--- src/rtl/core/bpa_pkg.sv ---
// Shared types and constants of the buffer pool allocator.
// Holds the status, operation and register codes and the token that walks the cell row.
// No dependencies.
package bpa_pkg;

  localparam int ADDR_W  = 32;
  localparam int SIZE_W  = 16;
  localparam int BCNT_W  = 6;
  localparam int IDX_W   = 5;
  // Wide enough for the saturated buffer count and any cell index.
  localparam int CNT_W   = 8;
  localparam int CFGI_W  = 2;

  typedef enum logic [1:0] {
    ST_OK           = 2'd0,
    ST_NONE_FREE    = 2'd1,
    ST_ALREADY_FREE = 2'd2,
    ST_UNKNOWN      = 2'd3
  } status_e;

  typedef enum logic {
    FUNC_ALLOC   = 1'b0,
    FUNC_RELEASE = 1'b1
  } func_e;

  typedef enum logic [CFGI_W-1:0] {
    REG_BUFFER_COUNT = 2'd0,
    REG_BUFFER_SIZE  = 2'd1,
    REG_BASE_ADDRESS = 2'd2,
    REG_UNUSED       = 2'd3
  } cfg_reg_e;

  // One request travelling down the row; the result rides along with it.
  typedef struct packed {
    logic              valid;
    func_e             func;
    logic [ADDR_W-1:0] target;
    logic [ADDR_W-1:0] cur_addr;
    logic              done;
    status_e           status;
    logic [ADDR_W-1:0] addr;
    logic [IDX_W-1:0]  index;
  } token_t;

endpackage

--- src/rtl/core/bpa_cell.sv ---
// One cell of the allocator row: the free bit of one buffer and a token stage.
// Depends on bpa_pkg.
module bpa_cell #(
  parameter int IDX = 0
) (
  input  logic                        clk,
  input  logic                        rst,
  input  logic                        advance,
  input  logic [bpa_pkg::CNT_W-1:0]   active_count,
  input  logic [bpa_pkg::SIZE_W-1:0]  buffer_size,
  input  bpa_pkg::token_t             tok_in,
  output bpa_pkg::token_t             tok_out,
  output logic                        free
);

  bpa_pkg::token_t tok_next;
  logic            free_next;
  logic            active;

  assign active = (bpa_pkg::CNT_W'(IDX) < active_count);

  always_comb begin
    tok_next          = tok_in;
    tok_next.cur_addr = tok_in.cur_addr + bpa_pkg::ADDR_W'(buffer_size);
    free_next         = free;
    if (tok_in.valid && !tok_in.done && active) begin
      unique case (tok_in.func)
        bpa_pkg::FUNC_ALLOC: begin
          if (free) begin
            free_next      = 1'b0;
            tok_next.done  = 1'b1;
            tok_next.status = bpa_pkg::ST_OK;
            tok_next.addr  = tok_in.cur_addr;
            tok_next.index = bpa_pkg::IDX_W'(IDX);
          end
        end
        bpa_pkg::FUNC_RELEASE: begin
          if (tok_in.cur_addr == tok_in.target) begin
            tok_next.done  = 1'b1;
            tok_next.addr  = tok_in.target;
            tok_next.index = bpa_pkg::IDX_W'(IDX);
            if (free) begin
              tok_next.status = bpa_pkg::ST_ALREADY_FREE;
            end else begin
              free_next       = 1'b1;
              tok_next.status = bpa_pkg::ST_OK;
            end
          end
        end
        default: ;
      endcase
    end
  end

  always_ff @(posedge clk) begin
    if (rst) begin
      free          <= 1'b1;
      tok_out.valid <= 1'b0;
    end else if (advance) begin
      free    <= free_next;
      tok_out <= tok_next;
    end
  end

endmodule

--- config.mk ---
export PLATFORM = sky130hd
export DESIGN_NAME = bpa_cell
export DESIGN_NICKNAME = d
export VERILOG_FILES = /design/src/rtl/core/bpa_pkg.sv /design/src/rtl/core/bpa_cell.sv
export SDC_FILE = /design/constraint.sdc
export NUM_CORES = 1
export LEC_CHECK = 0
export ABC_CLOCK_PERIOD_IN_PS = 6200
export BUFFER_PORTS_ARGS = -buffer_cell sky130_fd_sc_hd__buf_2
export CAP_MARGIN = 20
export CORE_MARGIN = 3
export CORE_UTILIZATION = 44
export DETAILED_ROUTE_END_ITERATION = 8
export PLACE_DENSITY = 0.77
export SYNTH_ARGS = -nofsm -noshare
export SYNTH_HDL_FRONTEND = slang
export SYNTH_SLANG_ARGS = --single-unit
--- constraint.sdc ---
create_clock -name clk -period 6.2 [get_ports clk]
set_input_delay 1.24 -clock clk [delete_from_list [all_inputs] [get_ports clk]]
set_output_delay 1.24 -clock clk [all_outputs]
set_load 0.05 [all_outputs]
==> results_dict.tcl <==
set metrics [dict create \
    synthCells 474 \
    cp-start-kind "input port" \
    crit_buf_inv 1 \
    synth_nets 624 \
    grt.total_usage 0.248 \
    ys_warn_count 0 \
    drive_gt1_frac 0.419 \
    hpwl_um 14200 \
    syn_area_per_cell_sq_um 12.3 \
    setup_viol 0 \
    grt_pass1_wl_um 27800 \
    synth_top_area_frac 0.542 \
    critPathSlowestCell "o211ai_1" \
    critPathCaptureType "flop" \
    min_period_over_period 0.600 \
    wl_per_cell_um 21.2 \
    cts_root_buffer "clkbuf_16" \
    grt_pass1_vias 5122 \
    path_clk_slew_ns 0.07 \
    crit_arrival_ns 3.80 \
    cp.depth 9 \
    ys.flop_type "edfxtp_1" \
    post-cts-setup-buffers 0 \
    antenna_left 0 \
    viasPerCell 5.82 \
    first_pass_iters 5 \
    synth.distinct_cells 49 \
    die_w_um 121 \
    worstPathRequired_ns 6.28 \
    die_h_um 121 \
    hold_class "reg -> reg" \
    cp_max_fo 8 \
    initial_core_util 0.455 \
    synth-seq-cells 107 \
    cts_sinks 107 \
    die_area_sq_um 14600 \
    nets 858 \
    fin_crit_ns 3.72 \
    portBuffers 239 \
    synth_edf_count 105 \
    status "finished, final reports clean" \
    antenna_found_initial 2 \
    finalClockSkew_ns 0.00682 \
    netlist_area_sq_um 5810 \
    critical_path_class "in -> reg" \
    fmax_mhz 269 \
    p_per_area_nw_per_um2 254 \
    hp-start "tok_out[105]" \
    via_count 5166 \
    max_cap_violations 0 \
    maxSlewViolCount 0 \
    hold-path-cell-count 2 \
    final_cell_mix "239 x buf_2, 105 x edfxtp_1, 65 x o22ai_1, 53 x a21oi_1, 42 x xnor2_1" \
    timing.final.hold_violations 0 \
    r2r_cells 3 \
    holdBufCountCts 0 \
    grt_max_degree 68 \
    irDropWorstVdd_mv 0.123 \
    fin_hold_ws_ns 0.499 \
    cts_htree_levels 3 \
    rsz0062_at_grt "false" \
    ios 240 \
    total_leakage_power_nw 3.02 \
    rows 41 \
    cp_top_family "compound AO/OA/AOI/OAI gates" \
    final.setup.tns_ns 0 \
    clockBufferDepth 2 \
    syn_to_final_growth_pct 28.6 \
    critical_path.startpoint "tok_in[40]" \
    synth_area_leader_cell "edfxtp_1" \
    synthArstFlopShare 0 \
    place_congestion 0.960 \
    cts_buffers 9 \
    drt_iter0_markers 673 \
    synth_area_leaders "edfxtp_1 54%, o22ai_1 7.0%, xnor2_1 6.3%, mux2_2 6.2%, a21oi_1 4.6%" \
    cts_resized 0 \
    drc 0 \
    final_common_cell "buf_2" \
    worstReg2RegStart "free" \
    seq_area_frac_synth 0.549 \
    timing.slew.headroom 0.372 \
    tritoncts "yes" \
    clk_latency_ns 0.35 \
    drt-total-wl_um 18800 \
    grt_overflow 0 \
    crit_chain "buf_2, ha_1, fa_1, a21oi_1, o211a_1, o22ai_1, o211ai_1, a21boi_0, xor2_1" \
    core-area_sq_um 12800 \
    slowest_delay_ns 0.73 \
    worst_slew_pin_slew_ns 0.942 \
]
==> sequential cells by signal, indices dropped and copies added, names as in the netlist <==
name,cells
free,1
tok_out,106
==> where the power goes <==
part | internal, mW | leakage (nW) | total (mW) | switching, mW
registers | 0.856 | 1.01 | 0.872 | 0.0156
logic | 0.157 | 1.89 | 0.501 | 0.345
clock network | 0.269 | 0.125 | 0.525 | 0.256
==> routing by layer <==
layer / track usage / vias to the layer above / routed length, um
met4: 0.0829 / 2 / 471
met1: 0.315 / 2469 / 7420
met5: 0 / - / 7
met2: 0.418 / 302 / 9170
li1: - / 2355 / -
met3: 0.0573 / 38 / 1710
==> layout make-up <==
cell class	instances	area, sq um
fillers	1055	5300
flip-flops and latches	107	3190
multi-input cells	341	2510
repair buffers	246	1270
clock buffers	10	229
well taps	172	215
clock inverters	6	32.5
inverters	3	11.3
diodes	2	5.00
==> worst min-delay path, stage by stage (launching register included) <==
cell     delay [ns]
dfxtp_1        0.32
mux2i_1        0.07
nor2_1         0.08
==> metrics by stage <==
stage	total power, mW	util	cells	instance area, sq um	worst slack (ns)
6_report	1.90	0.585	887	7480	2.48
5_1_grt	1.97	0.585	886	7470	2.39
4_1_cts	1.90	0.585	885	7470	2.59
3_5_place_dp	1.38	0.564	869	7210	2.23
3_3_place_gp	1.37	0.563	868	7190	2.31
2_1_floorplan	1.22	-	474	5820	1.77
==> worst paths after layout <==
kind         slack [ns]           end
min                0.50  tok_out[105]
max reg2reg        4.32   tok_out[22]
min reg2reg        0.50  tok_out[105]
max                2.48   tok_out[68]
==> Yosys cell counts (2+ instances only) <==
master and instances:
nand4_1 10, nand2_1 17, o31ai_1 2, a21o_1 3, nor4_1 4, nand3_1 8
o211ai_1 2, mux2_2 32, a21oi_1 54, clkbuf_1 19, a21boi_0 2, o21bai_1 2
xnor2_1 42, nor3b_2 3, ha_1 16, nor2_1 8, and3_1 13, o21a_1 4
a211oi_1 4, o22ai_1 65, inv_1 3, xor2_1 17, buf_6 3, o21ai_0 7
nand2b_1 4, nor2b_1 2, edfxtp_1 105, dfxtp_1 2
==> cell families after synthesis <==
logic type,Yosys count,share of synthesized area
xor gates and xnor gates,59,0.0889
AOI/OAI and AO/OA,155,0.164
DFF,107,0.549
adders and majority gates,17,0.0379
and+or+nand+nor,77,0.0753
muxes,33,0.0637
buffers and inverters,26,0.0213
Power figures use the tool's default switching activity.
